File: src/hw/rtl/arcv_pkg.sv
package arcv_pkg;

   // Field widths
   localparam int VoltW  = 12;
   localparam int LimW   = 17;
   localparam int ShiftW = 4;
   localparam int IdxW   = 3;
   localparam int GainW  = 6;
   localparam int ErrW   = 15;
   localparam int IntegW = 18;
   localparam int SumW   = 22;
   localparam int ReqDataW = 40;
   localparam int RspDataW = 40;

   typedef logic signed [LimW-1:0] lim_type;

   // Configuration register file contents
   typedef struct packed {
      logic              mig_mode;
      logic              twin_pulse_mode;
      logic              alu_gain_set;
      lim_type           limit_high;
      lim_type           limit_low;
      logic [ShiftW-1:0] pulse_shift;
      logic [ShiftW-1:0] mig_shift;
   } cfg_type;

   // Input item, last field in the lowest bits
   typedef struct packed {
      logic             weld_detected;
      logic             load_volt_flag;
      logic             twin_high_phase;
      logic [VoltW-1:0] twin_offset;
      logic [VoltW-1:0] setpoint_voltage;
      logic [VoltW-1:0] feedback_voltage;
   } req_item_type;

   // Register indexes on the configuration port
   localparam logic [IdxW-1:0] REG_MIG_MODE        = 3'd0;
   localparam logic [IdxW-1:0] REG_TWIN_PULSE_MODE = 3'd1;
   localparam logic [IdxW-1:0] REG_ALU_GAIN_SET    = 3'd2;
   localparam logic [IdxW-1:0] REG_LIMIT_HIGH      = 3'd3;
   localparam logic [IdxW-1:0] REG_LIMIT_LOW       = 3'd4;
   localparam logic [IdxW-1:0] REG_PULSE_SHIFT     = 3'd5;
   localparam logic [IdxW-1:0] REG_MIG_SHIFT       = 3'd6;

   // Fixed limits and drive values
   localparam lim_type LIMIT_HIGH_RESET = 17'sd64000;
   localparam lim_type MIG_UPPER_LIMIT  = 17'sd64000;
   localparam lim_type MIG_OUT_CAP      = 17'sd800;
   localparam lim_type MIG_IDLE_DRIVE   = 17'sd200;

   // Gains
   localparam logic [GainW-1:0] KP_STD = 6'd42;
   localparam logic [GainW-1:0] KI_STD = 6'd2;
   localparam logic [GainW-1:0] KP_ALT = 6'd28;
   localparam logic [GainW-1:0] KI_ALT = 6'd4;
   localparam logic [GainW-1:0] KD     = 6'd20;

endpackage

File: src/hw/rtl/arcv_cfg_regs.sv
module arcv_cfg_regs
   import arcv_pkg::*;
(
   input  logic                clock,
   input  logic                reset,
   input  logic                csr_valid,
   output logic                csr_ready,
   input  logic [IdxW-1:0]     csr_index,
   input  logic [LimW-1:0]     csr_data,
   output cfg_type             cfg
);

   cfg_type cfg_ff;
   cfg_type cfg_in;

   assign csr_ready = 1'b1;
   assign cfg       = cfg_ff;

   // Decode the write; unknown indexes drop
   always_comb begin
      cfg_in = cfg_ff;
      if (csr_valid) begin
         case (csr_index)
            REG_MIG_MODE:        cfg_in.mig_mode        = csr_data[0];
            REG_TWIN_PULSE_MODE: cfg_in.twin_pulse_mode = csr_data[0];
            REG_ALU_GAIN_SET:    cfg_in.alu_gain_set    = csr_data[0];
            REG_LIMIT_HIGH:      cfg_in.limit_high      = lim_type'(csr_data);
            REG_LIMIT_LOW:       cfg_in.limit_low       = lim_type'(csr_data);
            REG_PULSE_SHIFT:     cfg_in.pulse_shift     = csr_data[ShiftW-1:0];
            REG_MIG_SHIFT:       cfg_in.mig_shift       = csr_data[ShiftW-1:0];
            default:             cfg_in = cfg_ff;
         endcase
      end
   end

   always_ff @(posedge clock) begin
      if (reset) begin
         cfg_ff.mig_mode        <= 1'b0;
         cfg_ff.twin_pulse_mode <= 1'b0;
         cfg_ff.alu_gain_set    <= 1'b0;
         cfg_ff.limit_high      <= LIMIT_HIGH_RESET;
         cfg_ff.limit_low       <= '0;
         cfg_ff.pulse_shift     <= '0;
         cfg_ff.mig_shift       <= '0;
      end else begin
         cfg_ff <= cfg_in;
      end
   end

endmodule

File: src/hw/rtl/arcv_in_reg.sv
module arcv_in_reg
   import arcv_pkg::*;
(
   input  logic                clock,
   input  logic                reset,
   input  logic                req_tvalid,
   output logic                req_tready,
   input  logic [ReqDataW-1:0] req_tdata,
   input  logic                take,
   output logic                item_valid,
   output req_item_type        item
);

   logic         valid_ff;
   logic         valid_in;
   req_item_type item_ff;

   // Accept while empty or while the held item moves on
   assign req_tready = !valid_ff || take;
   assign item_valid = valid_ff;
   assign item       = item_ff;

   always_comb begin
      valid_in = valid_ff;
      if (req_tvalid && req_tready) begin
         valid_in = 1'b1;
      end else if (take) begin
         valid_in = 1'b0;
      end
   end

   always_ff @(posedge clock) begin
      if (reset) begin
         valid_ff <= 1'b0;
      end else begin
         valid_ff <= valid_in;
      end
   end

   // Capture the payload on each transaction
   always_ff @(posedge clock) begin
      if (req_tvalid && req_tready) begin
         item_ff <= req_item_type'(req_tdata[$bits(req_item_type)-1:0]);
      end
   end

endmodule

File: src/hw/rtl/arcv_pid_core.sv
module arcv_pid_core
   import arcv_pkg::*;
(
   input  logic                clock,
   input  logic                reset,
   input  cfg_type             cfg,
   input  logic                item_valid,
   input  req_item_type        item,
   output logic                take,
   output logic                rsp_tvalid,
   input  logic                rsp_tready,
   output logic [RspDataW-1:0] rsp_tdata
);

   logic                     rsp_valid_ff;
   logic                     rsp_valid_in;
   logic [RspDataW-1:0]      rsp_data_ff;
   logic signed [IntegW-1:0] integ_ff;
   logic signed [ErrW-1:0]   last_err_ff;

   logic signed [13:0]       sp_base;
   logic signed [13:0]       sp_ofs;
   logic signed [13:0]       sp;
   logic signed [ErrW-1:0]   err;
   logic signed [ErrW:0]     err_diff;
   lim_type                  hi;
   logic [ShiftW-1:0]        sh;
   logic [GainW-1:0]         kp;
   logic [GainW-1:0]         ki;
   logic signed [SumW-1:0]   acc_raw;
   lim_type                  acc;
   logic signed [SumW-1:0]   p_term;
   logic signed [SumW-1:0]   i_term;
   logic signed [SumW-1:0]   d_term;
   logic signed [SumW-1:0]   sum;
   lim_type                  sum_c;
   lim_type                  shifted;
   lim_type                  res;
   lim_type                  drive;

   // Upper test first, then lower
   function automatic lim_type clamp17(input logic signed [SumW-1:0] v,
                                      input lim_type hi_lim,
                                      input lim_type lo_lim);
      lim_type r;
      if (v >= SumW'(hi_lim)) begin
         r = hi_lim;
      end else if (v <= SumW'(lo_lim)) begin
         r = lo_lim;
      end else begin
         r = v[LimW-1:0];
      end
      return r;
   endfunction

   assign take       = item_valid && (!rsp_valid_ff || rsp_tready);
   assign rsp_tvalid = rsp_valid_ff;
   assign rsp_tdata  = rsp_data_ff;

   // Pick mode-dependent upper limit, shift and gains
   always_comb begin
      kp = KP_STD;
      ki = KI_STD;
      if (cfg.mig_mode) begin
         hi = MIG_UPPER_LIMIT;
         sh = cfg.mig_shift;
         if (cfg.alu_gain_set) begin
            kp = KP_ALT;
            ki = KI_ALT;
         end
      end else begin
         hi = cfg.limit_high;
         sh = cfg.pulse_shift;
      end
   end

   // Setpoint with optional twin offset in pulse mode
   always_comb begin
      sp_base = signed'({2'b00, item.setpoint_voltage});
      sp_ofs  = signed'({2'b00, item.twin_offset});
      sp      = sp_base;
      if (!cfg.mig_mode && cfg.twin_pulse_mode && item.load_volt_flag) begin
         sp = item.twin_high_phase ? sp_base + sp_ofs : sp_base - sp_ofs;
      end
   end

   assign err      = ErrW'(sp) - signed'({3'b000, item.feedback_voltage});
   assign err_diff = (ErrW+1)'(err) - (ErrW+1)'(last_err_ff);

   // Integrate and clamp
   assign acc_raw = SumW'(integ_ff) + SumW'(err);
   assign acc     = clamp17(acc_raw, hi, cfg.limit_low);

   // PID terms and output shaping
   assign p_term = SumW'(err) * signed'({1'b0, kp});
   assign i_term = SumW'(acc) * signed'({1'b0, ki});
   assign d_term = SumW'(err_diff) * signed'({1'b0, KD});
   assign sum    = p_term + i_term + d_term;
   assign sum_c  = clamp17(sum, hi, cfg.limit_low);
   assign shifted = sum_c >>> sh;

   always_comb begin
      res   = shifted;
      drive = '0;
      if (cfg.mig_mode) begin
         if (shifted >= MIG_OUT_CAP) begin
            res = MIG_OUT_CAP;
         end
         drive = item.weld_detected ? res : MIG_IDLE_DRIVE;
      end
   end

   // Hold the result until taken; load a new one on advance
   always_comb begin
      rsp_valid_in = rsp_valid_ff;
      if (take) begin
         rsp_valid_in = 1'b1;
      end else if (rsp_tready) begin
         rsp_valid_in = 1'b0;
      end
   end

   always_ff @(posedge clock) begin
      if (reset) begin
         rsp_valid_ff <= 1'b0;
         integ_ff     <= '0;
         last_err_ff  <= '0;
      end else begin
         rsp_valid_ff <= rsp_valid_in;
         if (take) begin
            integ_ff    <= IntegW'(acc);
            last_err_ff <= err;
         end
      end
   end

   always_ff @(posedge clock) begin
      if (take) begin
         rsp_data_ff <= {{(RspDataW - 2*LimW){1'b0}}, drive, res};
      end
   end

endmodule

File: src/hw/rtl/arc_voltage_pid_regulator.sv
// Channel | Direction | Handshake              | Payload
// req     | in        | req_tvalid/req_tready  | req_tdata: voltage sample and flags
// rsp     | out       | rsp_tvalid/rsp_tready  | rsp_tdata: control_out, mig_drive
// csr     | in        | csr_valid/csr_ready    | csr_index, csr_data (always ready)
//
// Each sample is held in the input register and passes through the PID
// arithmetic before its result lands in the output register; one sample per
// cycle sustained while the rsp side is ready.
// Reset (synchronous) clears the integrator, the last error, the valid flags and the config registers.
// A stalled rsp side holds the result; req keeps accepting while a slot is free.
module arc_voltage_pid_regulator
   import arcv_pkg::*;
(
   input  logic                clock,
   input  logic                reset,
   input  logic                req_tvalid,
   output logic                req_tready,
   // [11:0] feedback_voltage, [23:12] setpoint_voltage, [35:24] twin_offset,
   // [36] twin_high_phase, [37] load_volt_flag, [38] weld_detected, [39] zero
   input  logic [ReqDataW-1:0] req_tdata,
   output logic                rsp_tvalid,
   input  logic                rsp_tready,
   // [16:0] control_out, [33:17] mig_drive, [39:34] zero
   output logic [RspDataW-1:0] rsp_tdata,
   input  logic                csr_valid,
   output logic                csr_ready,
   input  logic [IdxW-1:0]     csr_index,
   input  logic [LimW-1:0]     csr_data
);

   cfg_type      cfg;
   req_item_type item;
   logic         item_valid;
   logic         take;

   arcv_cfg_regs u_cfg (
      .clock     (clock),
      .reset     (reset),
      .csr_valid (csr_valid),
      .csr_ready (csr_ready),
      .csr_index (csr_index),
      .csr_data  (csr_data),
      .cfg       (cfg)
   );

   arcv_in_reg u_in (
      .clock      (clock),
      .reset      (reset),
      .req_tvalid (req_tvalid),
      .req_tready (req_tready),
      .req_tdata  (req_tdata),
      .take       (take),
      .item_valid (item_valid),
      .item       (item)
   );

   arcv_pid_core u_core (
      .clock      (clock),
      .reset      (reset),
      .cfg        (cfg),
      .item_valid (item_valid),
      .item       (item),
      .take       (take),
      .rsp_tvalid (rsp_tvalid),
      .rsp_tready (rsp_tready),
      .rsp_tdata  (rsp_tdata)
   );

endmodule
File: config.mk
export PLATFORM = sky130hd
export DESIGN_NAME = arc_voltage_pid_regulator
export DESIGN_NICKNAME = d
export VERILOG_FILES = /design/src/hw/rtl/arcv_pkg.sv /design/src/hw/rtl/arcv_cfg_regs.sv /design/src/hw/rtl/arcv_in_reg.sv /design/src/hw/rtl/arcv_pid_core.sv /design/src/hw/rtl/arc_voltage_pid_regulator.sv
export SDC_FILE = /design/constraint.sdc
export NUM_CORES = 1
export LEC_CHECK = 0
export ABC_AREA = 1
export BUFFER_PORTS_ARGS = -buffer_cell sky130_fd_sc_hd__buf_2
export CORE_MARGIN = 3
export CORE_UTILIZATION = 35
export CTS_CLUSTER_DIAMETER = 80
export CTS_CLUSTER_SIZE = 16
export DETAILED_ROUTE_END_ITERATION = 8
export GPL_TIMING_DRIVEN = 0
export HOLD_SLACK_MARGIN = 0.05
export MAX_ROUTING_LAYER = met4
export PLACE_DENSITY = 0.6
export SLEW_MARGIN = 0
export SYNTH_ARGS = -nofsm -noshare
export SYNTH_HDL_FRONTEND = slang
export SYNTH_SLANG_ARGS = --single-unit
File: constraint.sdc
create_clock -name clock -period 22.4 [get_ports clock]
set_clock_uncertainty 0.05 [all_clocks]
set_input_delay 1.12 -clock clock [delete_from_list [all_inputs] [get_ports clock]]
set_output_delay 1.12 -clock clock [all_outputs]
set_load 0.02 [all_outputs]
Yosys cells after proc, flatten, opt, wreduce, memory -nomap -nowiden --
Cells that the tools add are included.
Word-level totals: RAM bits 0, memory bits (read-only) 0, output and inout bits 43, register bits 152, memories kept 0, bits in latches 0
Cells by class: reduce and logical (&&, ||, !) cells 20, $lt $le $gt $ge 5, muxes and demuxes 19, equality and inequality tests 6, div/mod/pow operators 0, add/sub/neg operators 7, bitwise operators 0, multiply operators 3, shift operators 1
Operators with widths (count):
- 2-to-1 mux 17 bit | 7
- adder 22 bit | 2
- 2-to-1 mux 14 bit | 2
- greater-or-equal comparator 22 x 17 -> 1 bit | 1
- less-or-equal comparator 22 x 17 -> 1 bit | 1
- multiplier 15 x 7 -> 22 bit | 1
- multiplier 17 x 7 -> 22 bit | 1
- multiplier 16 x 4 -> 20 bit (second input constant) | 1
- adder 17 x 15 -> 18 bit | 1
- greater-or-equal comparator 18 x 17 -> 1 bit | 1
- less-or-equal comparator 18 x 17 -> 1 bit | 1
- 2-to-1 mux 6 bit | 3
- greater-or-equal comparator 17 x 11 -> 1 bit (second input constant) | 1
- >>> shifter 17 x 4 -> 17 bit | 1
- AND reduction 2 bit | 8
- subtractor 15 x 15 -> 16 bit | 1
- subtractor 14 x 13 -> 15 bit | 1
- adder 12 x 12 -> 13 bit | 1
- subtractor 12 x 12 -> 13 bit | 1
- == test 3 bit (second input constant) | 3
- 2-to-1 mux 8 bit | 1
- == test 3 x 2 -> 1 bit (second input constant) | 2
- logical AND 1 bit | 4
- 2-to-1 mux 1 bit | 4
- other kinds (7) | 11

Logic depth before layout (Yosys ltp) --
depth after elaboration 19, depth in mapped cells 98, gate-level depth less buffers 95

Modules after synthesis --
A second synthesis with hierarchy kept.
Unflattened totals: cells, all modules 2493, area, all modules 18179.9 um^2
Modules (own cells, without submodules):
- arcv_pid_core | area an instance 15093.2 um^2, times used 1, cells an instance 2183
- arcv_cfg_regs | area an instance 1868.0 um^2, times used 1, cells an instance 265
- arcv_in_reg | area an instance 1218.7 um^2, times used 1, cells an instance 45

Worst setup path after synthesis --
No wires, ideal clock.
kind flip-flop to flip-flop, start point reg u_in.item_ff (netlist bit u_in.item[12]), end point reg u_core.rsp_data_ff[4] (netlist: u_core.rsp_tdata[4]), data pin, library setup time 0.249 ns, required time 22.101 ns, arrival time 13.361 ns, cell stages (with the launch flop) 91, path slack 8.740 ns, path buffers 4, cells stage by stage edfxtp_1 -> inv_1 -> ha_1 -> fa_1 -> nor2_1 -> o21ai_0 -> nand2_1 -> nand2_1 -> o21ai_0 -> xor2_1 -> o21ai_0 -> ha_1 -> nand2_1 -> o21ai_0 -> nand3_1 -> nand2_1 -> a21oi_1 -> o21bai_1 -> (+55 left out) -> nand2_1 -> a21oi_1 -> nand3_1 -> nand2_2 -> buf_2 -> nand4_1 -> nand3_1 -> nand3_1 -> a21o_1 -> nand3_1 -> nand3_1 -> o21ai_1 -> nand2_1 -> nand2_2 -> nand3_2 -> buf_4 -> nand2_1 -> inv_1
On the way: longest elaborated chain between the ends 18, elaborated cells between the ends (all ways) 24, those cells by class add/sub: 7; mul: 3; order compare: 5; shift: 1; mux: 8
RTL lines:
- start, declared | RTL line arcv_in_reg.sv:16 | req_item_type item_ff;
- start signal, assigned | RTL line arcv_in_reg.sv:43 | item_ff <= req_item_type'(req_tdata[$bits(req_item_type)-1:0]);
- subtractor 12 x 12 -> 13 bit or adder 12 x 12 -> 13 bit (tied branches) | RTL line arcv_pid_core.sv:83 | sp = item.twin_high_phase ? sp_base + sp_ofs : sp_base - sp_ofs;
- 2-to-1 mux 14 bit | RTL line arcv_pid_core.sv:83
- 2-to-1 mux 14 bit (*) | RTL line arcv_pid_core.sv:82 | if (!cfg.mig_mode && cfg.twin_pulse_mode && item.load_volt_flag) begin
- subtractor 14 x 13 -> 15 bit (*) | RTL line arcv_pid_core.sv:87 | assign err = ErrW'(sp) - signed'({3'b000, item.feedback_voltage});
- net u_core.err[13] | RTL line arcv_pid_core.sv:24 | logic signed [ErrW-1:0] err;
- adder 17 x 15 -> 18 bit | RTL line arcv_pid_core.sv:91 | assign acc_raw = SumW'(integ_ff) + SumW'(err);
- less-or-equal comparator 18 x 17 -> 1 bit | RTL line arcv_pid_core.sv:48 | end else if (v <= SumW'(lo_lim)) begin
- 2-to-1 mux 17 bit | RTL line arcv_pid_core.sv:48
- (+4 left out)
- less-or-equal comparator 22 x 17 -> 1 bit | RTL line arcv_pid_core.sv:48
- 2-to-1 mux 17 bit | RTL line arcv_pid_core.sv:48
- 2-to-1 mux 17 bit (*) | RTL line arcv_pid_core.sv:46 | if (v >= SumW'(hi_lim)) begin
- >>> shifter 17 x 4 -> 17 bit (*) | RTL line arcv_pid_core.sv:100 | assign shifted = sum_c >>> sh;
- greater-or-equal comparator 17 x 11 -> 1 bit | RTL line arcv_pid_core.sv:106 | if (shifted >= MIG_OUT_CAP) begin
- 2-to-1 mux 17 bit | RTL line arcv_pid_core.sv:106
- 2-to-1 mux 17 bit (*) | RTL line arcv_pid_core.sv:105 | if (cfg.mig_mode) begin
- net u_core.res[4] | RTL line arcv_pid_core.sv:38 | lim_type res;
- end signal, assigned | RTL line arcv_pid_core.sv:139 | rsp_data_ff <= {{(RspDataW - 2*LimW){1'b0}}, drive, res};
- end, declared | RTL line arcv_pid_core.sv:17 | logic [RspDataW-1:0] rsp_data_ff;
The timed path passes the listed nets; every way through them passes the cells marked *. A chain may end at the register's enable or synchronous reset.

Final worst setup path --
start point reg u_cfg.cfg_ff (netlist bit u_cfg.cfg[44]), end point reg u_core.rsp_data_ff[7] (netlist: u_core.rsp_tdata[7]), data pin
On the way: longest elaborated chain between the ends 19, elaborated cells between the ends (all ways) 28, those cells by class add/sub: 5; mul: 3; order compare: 5; shift: 1; mux: 11; reduce/logical: 3
RTL lines:
- start, declared | RTL line arcv_cfg_regs.sv:13 | cfg_type cfg_ff;
- start signal, assigned | RTL line arcv_cfg_regs.sv:46 | cfg_ff <= cfg_in;
- logical NOT 1 bit (*) | RTL line arcv_pid_core.sv:82
- logical AND 1 bit (*) (2 in a row) | RTL line arcv_pid_core.sv:82
- 2-to-1 mux 14 bit (*) | RTL line arcv_pid_core.sv:82
- subtractor 14 x 13 -> 15 bit (*) | RTL line arcv_pid_core.sv:87
- net u_core.err[13] | RTL line arcv_pid_core.sv:24
- adder 17 x 15 -> 18 bit | RTL line arcv_pid_core.sv:91
- less-or-equal comparator 18 x 17 -> 1 bit | RTL line arcv_pid_core.sv:48
- 2-to-1 mux 17 bit | RTL line arcv_pid_core.sv:48
- (+4 left out)
- less-or-equal comparator 22 x 17 -> 1 bit | RTL line arcv_pid_core.sv:48
- 2-to-1 mux 17 bit | RTL line arcv_pid_core.sv:48
- 2-to-1 mux 17 bit (*) | RTL line arcv_pid_core.sv:46
- >>> shifter 17 x 4 -> 17 bit (*) | RTL line arcv_pid_core.sv:100
- greater-or-equal comparator 17 x 11 -> 1 bit | RTL line arcv_pid_core.sv:106
- 2-to-1 mux 17 bit | RTL line arcv_pid_core.sv:106
- 2-to-1 mux 17 bit (*) | RTL line arcv_pid_core.sv:105
- net u_core.res[7] | RTL line arcv_pid_core.sv:38
Marked as above.

==> key figures <==
Status
  – Status: finished, final reports clean

STA
  – Final setup fails: 0
  – Fin crit share: 0.7773
  – Fin. max-slew vios: 0
  – Final Hold Fails: 0
  – Worst-margin pin slew: around 1.2 ns
  – F_max: around 57 MHz
  – Final TNS setup: 0 ns
  – RSZ-0062 raised after global routing: false
  – Slew margin rel.: 0.2227
  – Post-route minimum period: around 17 ns
  – Minimum hold slack: just over 0.4 ns

Synth
  – Cell count after synthesis: ~2300
  – Synthesized flop and latch total: between 150 and 200
  – Seq/Total Area, Yosys: 0.2185
  – Library cells used by synthesis: 51
  – Post-synth EDFFs: 73
  – Yosys warns: 0
  – FFs w/ async S/R, synth: 0
  – Top FF cell, synth: dfxtp_1
  – Mapped Area: ~17000 µm²
  – Post-synthesis area per instance: 7.663 µm²

Cells and area
  – Area Growth Syn to Fin: 11.24%
  – Share of layout cells above drive strength 1: 0.07403
  – Nets@finish: ~2800
  – Area of the multi-input gates: about 12000 µm²
  – Layout fillers: a little over 5000
  – Register area: about 3800 µm²

Setup path
  – Critical path's largest stage delay: around 0.54 ns
  – CP Data Required Time: about 23 ns
  – R2R depth: 90
  – WS Path Type: flip-flop to flip-flop
  – Arrival @ worst endpoint: between 15 and 20 ns
  – Terminus of the critical flop-to-flop path: u_core.rsp_tdata[7]
  – Top Family by Delay on Critical Path: simple AND/OR/NAND/NOR gates
  – CP Launch Point: u_cfg.cfg[44]
  – R2r setup slk: 4.99 ns
  – Worst r2r src: u_cfg.cfg[44]
  – Critical path's slowest cell: fa_1
  – Critical path capture point type: flip-flop
  – Startpoint Class: flip-flop
  – Most used cell, CP: nand2_1
  – Max Fanout on Critical Path: 10
  – Crit path buf inv count: 16

Detailed routing
  – Drt drc: 0
  – Via density: roughly 5.0
  – DR iter-0 viols: between 1000 and 1500
  – Antenna-violating nets left: 0
  – Pre-antenna DRT Iters: 5
  – Routed WL per cell: about 17 µm
  – Routed via count: approximately 15000
  – Routed wire length: about 52 mm

Clocking
  – CTS Hold Bufs: 0
  – Total CTS buffers: 17
  – TritonCTS clock tree: built
  – Clock sink total: between 150 and 200
  – Root buffer cell: clkbuf_16
  – Reg clk slew, reported paths: around 0.070 ns
  – H-Tree Depth: 4
  – Post-cts sizing count: 0
  – Clock Latency Late Sink: ~0.47 ns
  – Post-CTS Setup Bufs: 0
  – Clock buffer depth: 2

GRT
  – Gr usage total: 0.2057
  – Initial antenna violation count: 1
  – Largest net degree at the start of global routing: 40
  – First-pass GRT wire length: a little over 80 mm
  – Vias in the first global route: between 10000 and 15000
  – GRT Residual Overflow: 0

Hold path
  – WHS Endpoint: u_cfg.cfg[37]
  – Cells on Worst Hold Path: 2
  – Worst hold start: u_cfg.cfg[37]
  – Worst hold path class: flip-flop to flip-flop

Die
  – Die Footprint: between 50000 and 60000 µm²
  – Core area: around 48000 µm²
  – Die X: around 230 µm
  – I/O pin total: between 100 and 150
  – Std-Cell Rows: 80
  – DIE HEIGHT: 228.1 µm
  – Initial Util: 0.3580

Placed design
  – Post-DP HPWL: ~44 mm
  – GPL Wtd Cong: about 0.98
  – Port buffer count: around 100

Flow run
  – Max_cap viols: 0
==> flip-flops by register name (all words and copies together) (netlist names) <==
name / count
u_cfg.cfg: 45
u_in.item: 39
u_in.item_valid: 1
u_core.integ_ff: 17
u_core.rsp_tdata: 34
u_core.rsp_tvalid: 1
u_core.last_err_ff: 15
==> worst register-to-register path: cells and delay by family (launching register included) <==
kind	cells	cell delay, ns
AOI/OAI and AO/OA	16	2.90
xor gates and xnor gates	5	1.33
adders and majority gates	11	4.25
buffers and inverters	16	2.99
DFF	1	0.31
and+or+nand+nor	42	5.28
==> layer usage <==
layer / vias to the layer above / routed length, µm / track usage
met3: 74 / 2505 / 0.03792
met5: - / 0 / -
met4: 0 / 1447 / 0.05979
li1: 7600 / - / -
met2: 353 / 24460 / 0.3376
met1: 7194 / 23810 / 0.2591
==> logic make-up after synthesis <==
group | share of synthesized area
adder cells (fa/ha/maj) | 0.3177
XOR/XNOR | 0.04006
multiplexers | 0.0005796
buffers and inverters | 0.1076
flip-flops | 0.2185
AND/OR/NAND/NOR | 0.1885
other | 0.0004348
AO/OA/AOI/OAI | 0.1266
==> cell usage after synthesis, drive strengths merged, types with 13 or more instances <==
library cell	n	share of area
dfxtp	79	0.092
a21oi	161	0.047
fa	101	0.12
ha	277	0.20
xnor2	30	0.015
buf	22	0.0091
clkbuf	42	0.0091
o21ai	150	0.044
nand2	411	0.091
edfxtp	73	0.13
o211ai	30	0.013
o21bai	13	0.0057
nor2	184	0.041
nand4	32	0.012
inv	405	0.088
nand3	127	0.038
xor2	49	0.025
==> worst max-delay path by stage <==
stage / to / slack [ns] / cells past startpoint
final: u_core.rsp_tdata[7] / 4.99 / 90
after global placement: u_core.rsp_tdata[14] / 5.19 / 90
after global routing: u_core.rsp_tdata[7] / 3.78 / 90
after floorplan: u_core.rsp_tdata[4] / 8.74 / 90
after detailed placement: u_core.rsp_tdata[13] / 5.12 / 90
after CTS: u_core.rsp_tdata[13] / 5.05 / 90
==> stage by stage <==
step                      setup slack, ns  utilization  instance area (µm²)  instances
after floorplan                     8.740            -                17290       2259
after global placement              5.187       0.3856                18600       3013
after detailed placement            5.124       0.3860                18620       3014
after CTS                           5.053       0.3977                19190       3046
after global routing                3.782       0.3982                19210       3049
final                               4.988       0.3982                19210       3049
==> cell type report <==
| cell class | count | share of cell area |
|---|---|---|
| multi-input combinational | 1633 | 0.6068 |
| sequential | 152 | 0.1964 |
| inverter | 410 | 0.08036 |
| tap | 656 | 0.04272 |
| timing repair buffer | 100 | 0.02761 |
| clock buffer | 21 | 0.02292 |
| buffer | 64 | 0.01641 |
| clock inverter | 11 | 0.006512 |
| antenna | 2 | 0.0002605 |
==> layout by cell type, fill, tap and decap left out, types with 3 or more instances in the layout <==
cell,n
clkbuf_16,17
conb_1,7
a21o_1,9
nand3_2,3
a31oi_1,9
a21oi_1,160
buf_2,106
buf_4,9
inv_1,400
o21bai_1,13
o21ai_1,4
o31ai_1,5
o21ai_0,145
buf_6,4
a21boi_0,5
dfxtp_1,79
clkbuf_1,45
nand2_1,403
or2_2,5
nand3_1,124
nand2_2,6
a211oi_1,8
clkinv_1,6
fa_1,101
o211ai_1,30
ha_1,277
clkinvlp_4,5
nor3_1,7
nand4_1,31
xnor2_1,30
nor2_1,181
edfxtp_1,73
xor2_1,49
Power is not shown: default switching activity piles up to over one toggle a cycle in this logic, so the estimate is an artifact.
